===== config.mk =====
export PLATFORM = sky130hd
export DESIGN_NAME = wait_graph_deadlock_detector
export DESIGN_NICKNAME = d
export VERILOG_FILES = /design/src/wgdd_pkg.sv /design/src/wgdd_ram.sv /design/src/wgdd_peel.sv /design/src/wait_graph_deadlock_detector.sv
export SDC_FILE = /design/constraint.sdc
export NUM_CORES = 1
export LEC_CHECK = 0
export ABC_AREA = 0
export BUFFER_PORTS_ARGS = -buffer_cell sky130_fd_sc_hd__buf_2
export CORE_MARGIN = 2
export CORE_UTILIZATION = 35
export DETAILED_ROUTE_END_ITERATION = 8
export HOLD_SLACK_MARGIN = 0.15
export PLACE_DENSITY = 0.52
export SETUP_SLACK_MARGIN = 0.3
export SYNTH_ARGS = -nofsm -noshare
export SYNTH_HDL_FRONTEND = slang
export SYNTH_SLANG_ARGS = --single-unit

===== constraint.sdc =====
create_clock -name clock -period 3 [get_ports clock]
set_input_delay 0.3 -clock clock [delete_from_list [all_inputs] [get_ports clock]]
set_output_delay 0.3 -clock clock [all_outputs]
set_load 0.01 [all_outputs]

===== src/wgdd_pkg.sv =====
`timescale 1ns / 1ps
// ----------------------------------------------------------------------------
// wgdd_pkg
// Shared types and constants of the wait-graph deadlock detector.
// ----------------------------------------------------------------------------
package wgdd_pkg;

   // default sizes of the two bit matrices
   localparam int DEF_NUM_PROCS     = 8;
   localparam int DEF_NUM_RESOURCES = 8;

   // fixed field widths of the request channel
   localparam int MODE_W = 2;
   localparam int PIDX_W = 3;
   localparam int RIDX_W = 3;

   // event kinds
   localparam logic [MODE_W-1:0] MODE_REQUEST = 2'd0;
   localparam logic [MODE_W-1:0] MODE_ASSIGN  = 2'd1;
   localparam logic [MODE_W-1:0] MODE_RELEASE = 2'd2;
   localparam logic [MODE_W-1:0] MODE_UNUSED  = 2'd3;

   // sequencer states
   typedef enum logic [2:0] {
      ST_IDLE,
      ST_UPD_RD,
      ST_UPD_WR,
      ST_SCAN,
      ST_SCAN_END
   } state_type;

   // control from the sequencer to the peeling unit
   typedef struct packed {
      logic init;       // all nodes live, change flag cleared
      logic proc_vld;   // a process row is on the read data
      logic res_vld;    // a resource row is on the read data
      logic clear_chg;  // a new pass starts
   } peel_ctl_type;

endpackage


===== src/wgdd_ram.sv =====
`timescale 1ns / 1ps
// ----------------------------------------------------------------------------
// wgdd_ram
// Generic single-write, single-read RAM with a registered read port.
// ----------------------------------------------------------------------------
module wgdd_ram #(
   parameter int WIDTH = 8,
   parameter int DEPTH = 8,
   localparam int AW   = (DEPTH > 1) ? $clog2(DEPTH) : 1
) (
   input  logic             clock,
   input  logic             wr_en,
   input  logic [AW-1:0]    wr_addr,
   input  logic [WIDTH-1:0] wr_data,
   input  logic             rd_en,
   input  logic [AW-1:0]    rd_addr,
   output logic [WIDTH-1:0] rd_data
);

   logic [WIDTH-1:0] mem_ff [DEPTH];
   logic [WIDTH-1:0] rd_data_ff;

   // write port
   always_ff @(posedge clock) begin
      if (wr_en) begin
         mem_ff[wr_addr] <= wr_data;
      end
   end

   // registered read port
   always_ff @(posedge clock) begin
      if (rd_en) begin
         rd_data_ff <= mem_ff[rd_addr];
      end
   end

   assign rd_data = rd_data_ff;

endmodule


===== src/wgdd_peel.sv =====
`timescale 1ns / 1ps
// ----------------------------------------------------------------------------
// wgdd_peel
// Live-node masks of the cycle search: drops each node that has no edge to a
// node still live, one row per cycle, and records whether a pass changed
// anything.
// ----------------------------------------------------------------------------
module wgdd_peel
   import wgdd_pkg::*;
#(
   parameter int NUM_PROCS     = DEF_NUM_PROCS,
   parameter int NUM_RESOURCES = DEF_NUM_RESOURCES,
   localparam int PAW          = (NUM_PROCS > 1) ? $clog2(NUM_PROCS) : 1,
   localparam int RAW          = (NUM_RESOURCES > 1) ? $clog2(NUM_RESOURCES) : 1
) (
   input  logic                     clock,
   input  logic                     reset,
   input  peel_ctl_type             ctl,
   input  logic [PAW-1:0]           proc_row,
   input  logic [RAW-1:0]           res_row,
   input  logic [NUM_RESOURCES-1:0] wait_row,
   input  logic [NUM_PROCS-1:0]     held_row,
   output logic                     changed,
   output logic                     cycle_found
);

   logic [NUM_PROCS-1:0]     live_p_ff, live_p_in;
   logic [NUM_RESOURCES-1:0] live_r_ff, live_r_in;
   logic                     chg_ff, chg_in;
   logic                     proc_hit;
   logic                     res_hit;

   // a node with no out-edge to a live node leaves the graph
   assign proc_hit = ctl.proc_vld && live_p_ff[proc_row] && ((wait_row & live_r_ff) == '0);
   assign res_hit  = ctl.res_vld && live_r_ff[res_row] && ((held_row & live_p_ff) == '0);

   always_comb begin
      live_p_in = live_p_ff;
      live_r_in = live_r_ff;
      chg_in    = chg_ff | proc_hit | res_hit;
      if (ctl.init) begin
         live_p_in = '1;
         live_r_in = '1;
         chg_in    = 1'b0;
      end else begin
         if (proc_hit) begin
            live_p_in[proc_row] = 1'b0;
         end
         if (res_hit) begin
            live_r_in[res_row] = 1'b0;
         end
         if (ctl.clear_chg) begin
            chg_in = 1'b0;
         end
      end
   end

   always_ff @(posedge clock) begin
      if (reset) begin
         live_p_ff <= '1;
         live_r_ff <= '1;
         chg_ff    <= 1'b0;
      end else begin
         live_p_ff <= live_p_in;
         live_r_ff <= live_r_in;
         chg_ff    <= chg_in;
      end
   end

   assign changed     = chg_ff | proc_hit | res_hit;
   assign cycle_found = (|live_p_ff) | (|live_r_ff);

endmodule


===== src/wait_graph_deadlock_detector.sv =====
`timescale 1ns / 1ps
// ----------------------------------------------------------------------------
// wait_graph_deadlock_detector
// Keeps the request and assignment bit matrices of a resource allocation
// graph and reports after every event whether the graph holds a cycle.
// ----------------------------------------------------------------------------
// One event is taken at a time: busy is high from the cycle after start until
// the verdict is out. An event that changes the matrices first does a
// read-modify-write of the row memories in ST_UPD_RD and ST_UPD_WR (none for
// an ignored event). The check then peels nodes off in passes; each pass reads
// every process row and every resource row through the one read port of each
// memory, one row a cycle, then ends in ST_SCAN_END. Passes repeat until one
// removes nothing, so a check takes one pass or more and at most
// NUM_PROCS + NUM_RESOURCES + 1 passes. The verdict shows on rsp_deadlock for
// one cycle with rsp_valid, in the cycle busy falls, and must be taken then:
// there is no backpressure. Both matrices read as zero after reset, with no
// clearing pass.
// ----------------------------------------------------------------------------
module wait_graph_deadlock_detector
   import wgdd_pkg::*;
#(
   parameter int NUM_PROCS     = DEF_NUM_PROCS,
   parameter int NUM_RESOURCES = DEF_NUM_RESOURCES
) (
   input  logic              clock,
   input  logic              reset,
   input  logic              start,
   output logic              busy,
   input  logic [MODE_W-1:0] req_mode,
   input  logic [PIDX_W-1:0] req_proc_index,
   input  logic [RIDX_W-1:0] req_resource_index,
   output logic              rsp_valid,
   output logic              rsp_deadlock
);

   localparam int PAW   = (NUM_PROCS > 1) ? $clog2(NUM_PROCS) : 1;
   localparam int RAW   = (NUM_RESOURCES > 1) ? $clog2(NUM_RESOURCES) : 1;
   localparam int NODES = NUM_PROCS + NUM_RESOURCES;
   localparam int CNTW  = $clog2(NODES);

   localparam logic [CNTW-1:0] LAST_IDX  = CNTW'(NODES - 1);
   localparam logic [CNTW-1:0] PROC_ROWS = CNTW'(NUM_PROCS);

   state_type state_ff, state_in;

   // captured event
   logic [MODE_W-1:0] mode_ff;
   logic [PIDX_W-1:0] pidx_ff;
   logic [RIDX_W-1:0] ridx_ff;

   // scan position and read pipeline
   logic [CNTW-1:0] idx_ff, idx_in;
   logic            pv_ff, pv_in;
   logic            rv_ff, rv_in;
   logic [PAW-1:0]  prow_ff;
   logic [RAW-1:0]  rrow_ff;

   // row valid flags: a row never written reads as zero
   logic [NUM_PROCS-1:0]     wrow_ok_ff;
   logic [NUM_RESOURCES-1:0] hrow_ok_ff;
   logic                     wok_ff;
   logic                     hok_ff;

   logic rsp_valid_ff, rsp_valid_in;
   logic rsp_deadlock_ff;

   // memory ports
   logic                     w_wr_en, w_rd_en;
   logic [PAW-1:0]           w_wr_addr, w_rd_addr;
   logic [NUM_RESOURCES-1:0] w_wr_data, w_rd_data, w_row;
   logic                     h_wr_en, h_rd_en;
   logic [RAW-1:0]           h_wr_addr, h_rd_addr;
   logic [NUM_PROCS-1:0]     h_wr_data, h_rd_data, h_row;

   logic [PAW-1:0]           ev_paddr;
   logic [RAW-1:0]           ev_raddr;
   logic [NUM_RESOURCES-1:0] rbit;
   logic [NUM_PROCS-1:0]     pbit;
   logic                     req_take;
   logic                     req_update;
   logic                     in_scan_proc;
   logic [CNTW-1:0]          res_off;

   peel_ctl_type peel_ctl;
   logic         peel_changed;
   logic         peel_cycle;

   assign req_take   = start && !busy;
   assign req_update = (32'(req_proc_index) < NUM_PROCS)
                    && (32'(req_resource_index) < NUM_RESOURCES)
                    && (req_mode != MODE_UNUSED);

   assign ev_paddr = PAW'(pidx_ff);
   assign ev_raddr = RAW'(ridx_ff);
   assign rbit     = NUM_RESOURCES'(1) << ridx_ff;
   assign pbit     = NUM_PROCS'(1) << pidx_ff;

   assign in_scan_proc = idx_ff < PROC_ROWS;
   assign res_off      = idx_ff - PROC_ROWS;

   // masked read data
   assign w_row = wok_ff ? w_rd_data : '0;
   assign h_row = hok_ff ? h_rd_data : '0;

   // row memories
   wgdd_ram #(
      .WIDTH (NUM_RESOURCES),
      .DEPTH (NUM_PROCS)
   ) u_wait_ram (
      .clock   (clock),
      .wr_en   (w_wr_en),
      .wr_addr (w_wr_addr),
      .wr_data (w_wr_data),
      .rd_en   (w_rd_en),
      .rd_addr (w_rd_addr),
      .rd_data (w_rd_data)
   );

   wgdd_ram #(
      .WIDTH (NUM_PROCS),
      .DEPTH (NUM_RESOURCES)
   ) u_held_ram (
      .clock   (clock),
      .wr_en   (h_wr_en),
      .wr_addr (h_wr_addr),
      .wr_data (h_wr_data),
      .rd_en   (h_rd_en),
      .rd_addr (h_rd_addr),
      .rd_data (h_rd_data)
   );

   // live-node peeling
   wgdd_peel #(
      .NUM_PROCS     (NUM_PROCS),
      .NUM_RESOURCES (NUM_RESOURCES)
   ) u_peel (
      .clock       (clock),
      .reset       (reset),
      .ctl         (peel_ctl),
      .proc_row    (prow_ff),
      .res_row     (rrow_ff),
      .wait_row    (w_row),
      .held_row    (h_row),
      .changed     (peel_changed),
      .cycle_found (peel_cycle)
   );

   // next state
   always_comb begin
      state_in = state_ff;
      unique case (state_ff)
         ST_IDLE: begin
            if (start) begin
               state_in = req_update ? ST_UPD_RD : ST_SCAN;
            end
         end
         ST_UPD_RD:   state_in = ST_UPD_WR;
         ST_UPD_WR:   state_in = ST_SCAN;
         ST_SCAN: begin
            if (idx_ff == LAST_IDX) begin
               state_in = ST_SCAN_END;
            end
         end
         ST_SCAN_END: state_in = peel_changed ? ST_SCAN : ST_IDLE;
         default:     state_in = ST_IDLE;
      endcase
   end

   // outputs of the sequencer
   always_comb begin
      w_rd_en      = 1'b0;
      w_rd_addr    = ev_paddr;
      h_rd_en      = 1'b0;
      h_rd_addr    = ev_raddr;
      w_wr_en      = 1'b0;
      w_wr_addr    = ev_paddr;
      w_wr_data    = w_row;
      h_wr_en      = 1'b0;
      h_wr_addr    = ev_raddr;
      h_wr_data    = h_row;
      idx_in       = idx_ff;
      pv_in        = 1'b0;
      rv_in        = 1'b0;
      rsp_valid_in = 1'b0;
      peel_ctl     = '{init: 1'b0, proc_vld: pv_ff, res_vld: rv_ff, clear_chg: 1'b0};
      unique case (state_ff)
         ST_IDLE: begin
            peel_ctl.init = start;
            idx_in        = '0;
         end
         ST_UPD_RD: begin
            w_rd_en = 1'b1;
            h_rd_en = 1'b1;
         end
         ST_UPD_WR: begin
            unique case (mode_ff)
               MODE_REQUEST: begin
                  w_wr_en   = 1'b1;
                  w_wr_data = w_row | rbit;
               end
               MODE_ASSIGN: begin
                  w_wr_en   = 1'b1;
                  w_wr_data = w_row & ~rbit;
                  h_wr_en   = 1'b1;
                  h_wr_data = h_row | pbit;
               end
               MODE_RELEASE: begin
                  h_wr_en   = 1'b1;
                  h_wr_data = h_row & ~pbit;
               end
               default: begin
               end
            endcase
            peel_ctl.proc_vld = 1'b0;
            peel_ctl.res_vld  = 1'b0;
         end
         ST_SCAN: begin
            // one row read a cycle: processes first, then resources
            if (in_scan_proc) begin
               w_rd_en   = 1'b1;
               w_rd_addr = PAW'(idx_ff);
               pv_in     = 1'b1;
            end else begin
               h_rd_en   = 1'b1;
               h_rd_addr = RAW'(res_off);
               rv_in     = 1'b1;
            end
            idx_in = idx_ff + CNTW'(1);
         end
         ST_SCAN_END: begin
            idx_in             = '0;
            peel_ctl.clear_chg = 1'b1;
            rsp_valid_in       = !peel_changed;
         end
         default: begin
         end
      endcase
   end

   // control registers
   always_ff @(posedge clock) begin
      if (reset) begin
         state_ff     <= ST_IDLE;
         rsp_valid_ff <= 1'b0;
         pv_ff        <= 1'b0;
         rv_ff        <= 1'b0;
         idx_ff       <= '0;
         wrow_ok_ff   <= '0;
         hrow_ok_ff   <= '0;
      end else begin
         state_ff     <= state_in;
         rsp_valid_ff <= rsp_valid_in;
         pv_ff        <= pv_in;
         rv_ff        <= rv_in;
         idx_ff       <= idx_in;
         if (w_wr_en) begin
            wrow_ok_ff[w_wr_addr] <= 1'b1;
         end
         if (h_wr_en) begin
            hrow_ok_ff[h_wr_addr] <= 1'b1;
         end
      end
   end

   // payload registers
   always_ff @(posedge clock) begin
      if (req_take) begin
         mode_ff <= req_mode;
         pidx_ff <= req_proc_index;
         ridx_ff <= req_resource_index;
      end
      if (w_rd_en) begin
         wok_ff  <= wrow_ok_ff[w_rd_addr];
         prow_ff <= w_rd_addr;
      end
      if (h_rd_en) begin
         hok_ff  <= hrow_ok_ff[h_rd_addr];
         rrow_ff <= h_rd_addr;
      end
      if (rsp_valid_in) begin
         rsp_deadlock_ff <= peel_cycle;
      end
   end

   assign busy         = (state_ff != ST_IDLE);
   assign rsp_valid    = rsp_valid_ff;
   assign rsp_deadlock = rsp_deadlock_ff;

   // checks
   a_rsp_after_final_pass: assert property (@(posedge clock) disable iff (reset)
      rsp_valid |-> $past(state_ff == ST_SCAN_END))
      else $error("verdict without a final pass");

   a_rsp_frees_block: assert property (@(posedge clock) disable iff (reset)
      rsp_valid |-> !busy)
      else $error("verdict shown while busy");

   a_take_sets_busy: assert property (@(posedge clock) disable iff (reset)
      (start && !busy) |=> busy)
      else $error("item taken but block not busy");

   a_pass_end_follows_scan: assert property (@(posedge clock) disable iff (reset)
      (state_ff == ST_SCAN_END) |-> $past(state_ff == ST_SCAN && idx_ff == LAST_IDX))
      else $error("pass ended early");

endmodule

# Word-level counts from Yosys, hierarchy flattened

Memories as Yosys holds them, arrays and structs flattened. A register that Yosys moved wholly into a read port is not among the register bits.
Cells that the tools add are included.

Bits in registers: 60
Bits in latches: 0
RAM bits: 128
Memory bits (read-only): 0
Input bits: 11
Output and inout port bits: 3
Logic and storage cells: 137
Memories kept: 2

$add $sub $neg: 2
Multipliers: 0
Divide/modulo/power cells: 0
Order comparisons: 11
Eq/ne operators: 10
Shift-type cells: 2
Muxes and demuxes: 48
Bitwise logic cells: 18
Reduce and logical (&&, ||, !) cells: 26

Memories:

| name              | depth | bits a word | rd ports | clocked after Yosys merged registers in | wr ports | line           | source |
|---|---|---|---|---|---|---|---|
| u_held_ram.mem_ff | 8     | 8           | 1        | 1                                       | 1        | wgdd_ram.sv:20 | `logic [WIDTH-1:0] mem_ff [DEPTH];` |
| u_wait_ram.mem_ff | 8     | 8           | 1        | 1                                       | 1        | wgdd_ram.sv:20 |  |

Operators by type and width:

| operator                                                                            | count |
|---|---|
| 8-bit bitwise AND                                                                   | 6 |
| 8-bit 2-to-1 mux                                                                    | 4 |
| 8-bit inverter                                                                      | 4 |
| 8-bit OR                                                                            | 4 |
| 8-bit case mux with 2 select lines                                                  | 2 |
| 3-bit by 4-bit less-than comparator with 1-bit output, second input constant        | 6 |
| 1-bit 2-to-1 mux                                                                    | 21 |
| 3-bit 2-to-1 mux                                                                    | 6 |
| 8-bit zero test                                                                     | 2 |
| 8-bit OR reduction                                                                  | 2 |
| 1-bit by 3-bit left shift with 8-bit output, first input constant                   | 2 |
| 3-bit case mux with 5 select lines                                                  | 1 |
| 1-bit binary-select mux with 3-bit select                                           | 4 |
| 1-bit demux with 3-bit select                                                       | 4 |
| 3-bit by 1-bit greater-or-equal comparator with 1-bit output, second input constant | 4 |
| 2-bit OR reduction                                                                  | 5 |
| 1-bit logical AND                                                                   | 9 |
| 4-bit case mux with 2 select lines                                                  | 1 |
| 3-bit by 2-bit equality test with 1-bit output, second input constant               | 2 |
| 2-bit 2-to-1 mux                                                                    | 3 |
| 2-bit inequality test, second input constant                                        | 3 |
| 4-bit by 1-bit adder with 4-bit output, second input constant                       | 1 |
| 4-bit equality test, second input constant                                          | 1 |
| 4-bit less-than comparator, second input constant                                   | 1 |
| 15 further kinds                                                                    | 19 |

# Depth between registers and ports, before layout

Depth after elaboration: 8
Mapped depth: 8
Mapped depth without buffers: 6

# Cells and area by module

A second synthesis with hierarchy kept.

Cell total of the unflattened synthesis: 621
Area, all modules: 8981.1 sq um

By module, submodules not included:

| module                       | times used | cells each | area an instance (sq um) | seq. area each (sq um) |
|---|---|---|---|---|
| wgdd_ram                     | 2          | 114        | 2771.4                   | 2162.1 |
| wait_graph_deadlock_detector | 1          | 285        | 2517.4                   | 1031.0 |
| wgdd_peel                    | 1          | 108        | 920.9                    | 340.3 |

# Worst setup path after synthesis

OpenSTA, ideal clock, no wires.

Path type: flip-flop to flip-flop
Start: register state_ff[0]
End: register u_wait_ram.rd_data_ff[0], in the netlist u_wait_ram.rd_data[0] (read register of u_wait_ram.mem_ff), data pin
Library setup time: 0.260 ns
Arrival time: 2.160 ns
Required time: 2.740 ns
Path slack: 0.579 ns
Stages on the path, launching flop included: 8
Path buffers: 2
Period minus slack after synthesis: 2.421 ns
Path through: dfxtp_1 buf_6 nand2b_4 nor3_4 mux2i_4 buf_6 mux4_2 mux2_4

Word-level cells in the longest chain between the ends: 2
Elaborated cells on any way between the ends: 4
Those cells by class: eq/ne (2); mux (2)

RTL lines:

| element                                                                                                                 | line                                | source |
|---|---|---|
| start, declared                                                                                                         | wait_graph_deadlock_detector.sv:44  | `state_type state_ff, state_in;` |
| start signal, assigned                                                                                                  | wait_graph_deadlock_detector.sv:251 | `state_ff <= state_in;` |
| 3-bit by 2-bit equality test with 1-bit output / 3-bit by 1-bit equality test with 1-bit output (equally long branches) | wait_graph_deadlock_detector.sv:186 | `unique case (state_ff)` |
| 1-bit case mux with 2 select lines / 3-bit 2-to-1 mux (equally long branches)                                           | wait_graph_deadlock_detector.sv:186 |  |
| end, declared                                                                                                           | wgdd_ram.sv:21                      | `logic [WIDTH-1:0] rd_data_ff;` |

Several ways; a longest one is shown, not always the timed one.
A chain may end at the register's enable or synchronous reset.

# Worst setup path after layout

Start: register state_ff[2]
End: register u_wait_ram.rd_data_ff[5], in the netlist u_wait_ram.rd_data[5] (read register of u_wait_ram.mem_ff), data pin

Same word-level chain as after synthesis.

==> out/results.tsv <==
metric	value	unit
crit path kind	reg -> reg	
setup_tns	0	ns
GRT Total Usage	0.157	
num rows	57	
CTS tree	built	
# DRC	0	
Clock Latency Late Sink	0.49	ns
synthesized cell area	0.00853	mm2
area of all sequential standard cells	0.00570	mm2
WL/cell	21.3	um
Synth top area share	0.567	
Syn Inst Count	573	
CTS H-tree lvls	1	
Initial Util	0.354	
Slew HR	0.324	
drt first-iter violations	629	
DR vias/cell	5.29	
unrepaired setup endpoints after global routing	no	
die width	160	um
final setup fails	0	
Max clock buf depth	3	
Cell Chain, Critical Path	nand2b_4, nor3_4, mux2i_4, buf_12, mux4_1, mux2_4	
critical path peak fanout	19	
Peak Freq	389	MHz
Synth Warn #	0	
Worst-path clk slew	0.06	ns
CP endpoint kind	register	
drt total wl	20300	um
worst vdd ir	0.000396	V
CP required	3.24	ns
FF-to-FF path depth	6	
Reg2Reg Launch Point	state_ff[2]	
Power Total	6190	uW
Die Y	160	um
Pre-Repair DR Iteration Count	5	
Mapped Nets	588	
top cells by area, synth	edfxtp_1 57%, dfxtp_1 10%, mux4_2 6.1%, mux4_1 4.0%, nor2_1 2.8%	
CP bufs+invs	1	
Synth area leader	edfxtp_1	
Core Region	0.0241	mm2
main flop type after synthesis	edfxtp_1	
max_cap viols	0	
RR Endpoint	u_wait_ram.rd_data[5]	
min cycle time layout	2.57	ns
Port Buffer Count	13	
syn_area_per_cell	14.9	um2
number of synthesized flops with an enable pin	161	
# clock sinks	204	
fillers	2250	
Leakage	0.00337	uW
synth unique cells	58	
clk root buf	clkbuf_16	
final layout net count	630	
post-synthesis sequential area ratio	0.668	
Post-synth ARST share	0	
DR vias	5043	
CP top delay family	multiplexers	
die area	0.0256	mm2
Reg2Reg Setup Slack	0.43	ns
CP max stage delay	0.58	ns
I/O pins	14	
layout cells sized above 1	0.197	
Pwr per Cell Area	628	mW/mm2
Hold Crit Endpoint	state_ff[0]	
period utilisation layout	0.856	
vias in the first global route	5154	
Post-DP HPWL	12800	um
Post-Route Skew	0.00968	ns
run status	complete, no violations	
HP Class	in -> reg	
ant diodes	0	
hold depth	3	
Final Hold Vio Count	0	
CP Launch Type	register	
area grow syn2layout	15.5	%
hold path startpoint	start	
GRT overflow	0	
Num CTS Buffers	21	
Routed Antenna Nets	0	
Slew Limit Fails	0	
CP arrival	2.81	ns
Slew @ Worst Pin	1.00	ns
gpl congestion	0.840	
count of state elements after synthesis	204	
pin count of the biggest net entering global routing	31	
Multi-input gate area	0.00265	mm2
final core occ	0.408	
global-route wire length before repair	30700	um
initial antenna violation count	0	
Crit-path slowest cell	mux4_1	
area by class of cell:
type	instances	area share
clock buffer	25	0.0571
clock inverter	12	0.00940
inverter	16	0.00635
multi-input combinational	323	0.269
sequential	204	0.578
tap	324	0.0412
timing repair buffer	49	0.0386
metal layers:
layer  vias up  GRT usage  routed length (um)
met4         0     0.0504                 591
li1       2288          -                   -
met5         -          0                   0
met1      2560      0.199                8510
met2       155      0.274               10000
met3        40     0.0273                1180
what timing repair did:
action	in CTS	in global routing
endpoints found under the setup margin	0	75
hold buffers	8	0
setup buffers	0	2
resized for setup	0	2
hold endpoints to repair	8	0
synthesized netlist by cell type (3+ instances only):
cell type  instances
a21oi_1           18
a22oi_1            9
a32oi_1            4
and2_1             3
and3_1             3
buf_2              3
buf_6              4
clkbuf_1          20
dfxtp_1           43
edfxtp_1         161
ha_1               4
inv_1             14
mux2_2             5
mux2_4             8
mux2i_1            7
mux4_1            13
mux4_2            23
nand2_1           59
nand2b_1           3
nand3_1           10
nand3b_1          11
nand4_1            4
nor2_1            64
nor3b_1            3
nor4_1             7
o211ai_1           5
o21ai_0           12
o31ai_1           10
o41ai_1            3
or3_1              3
how the worst max path moves through the flow:
stage,to,slack [ns],depth (start not counted),start
finish,u_wait_ram.rd_data[5],0.43,6,state_ff[2]
global route,u_wait_ram.rd_data[5],0.31,7,state_ff[2]
CTS,u_held_ram.mem_ff[0][4],0.39,5,state_ff[1]
detailed placement,u_held_ram.mem_ff[7][1],0.38,5,state_ff[1]
global placement,u_held_ram.mem_ff[6][4],0.34,5,state_ff[1]
floorplan,u_wait_ram.rd_data[0],0.58,7,state_ff[0]
layout by cell type, fill, tap and decap left out, types with 4 or more instances in the layout:
master / Yosys / routed
dlygate4sd3_1: 0 / 8
nor2_1: 64 / 63
clkbuf_16: 0 / 22
clkinv_2: 0 / 4
nor4_1: 7 / 6
ha_1: 4 / 4
edfxtp_1: 161 / 161
buf_2: 3 / 13
o31ai_1: 10 / 10
nand3b_1: 11 / 11
nand3_1: 10 / 10
nand4_1: 4 / 4
a21oi_1: 18 / 18
mux4_1: 13 / 13
buf_4: 1 / 26
o211ai_1: 5 / 5
mux2_2: 5 / 5
clkinv_1: 1 / 4
inv_1: 14 / 14
a32oi_1: 4 / 4
o21ai_0: 12 / 12
nand2_1: 59 / 59
dfxtp_1: 43 / 43
mux4_2: 23 / 23
mux2_4: 8 / 8
a22oi_1: 9 / 9
mux2i_1: 7 / 6
cell families after synthesis:
family,count (synthesis),share of synthesized area
buffers and inverters,46,0.0249
flip-flops,204,0.668
AND/OR/NAND/NOR,187,0.108
multiplexers,59,0.136
adder cells (fa/ha/maj),4,0.00587
AO/OA/AOI/OAI,73,0.0578
where the power goes:
part           switching (uW)  internal [uW]  leakage [uW]
combinational             276            200       0.00123
sequential               76.6           3150       0.00183
clock                    1060           1430      0.000314
total                    1410           4770       0.00337
worst min-delay path: cells and delay by family:
family | cells | cell delay (ns)
buffers and inverters | 1 | 0.12
AOI/OAI and AO/OA | 2 | 0.21
registers in the layout (all words and copies together) (netlist names), 4 cells and up:
register and cells:
u_held_ram.mem_ff 64, u_wait_ram.mem_ff 64, hrow_ok_ff 8, u_held_ram.rd_data 8, u_peel.live_p_ff 8, u_peel.live_r_ff 8
u_wait_ram.rd_data 8, wrow_ok_ff 8, idx_ff 4
metrics by stage:
step / setup WS (ns) / hold slack [ns] / cells / cell area [um2]
after floorplan: 0.579 / 0.399 / 573 / 8530
after global placement: 0.336 / 0.446 / 906 / 9090
after detailed placement: 0.383 / 0.460 / 906 / 9090
after CTS: 0.391 / 0.183 / 951 / 9820
after global routing: 0.309 / 0.220 / 953 / 9850
final: 0.432 / 0.197 / 953 / 9850
No activity file was read; power rests on OpenSTA's default activity.
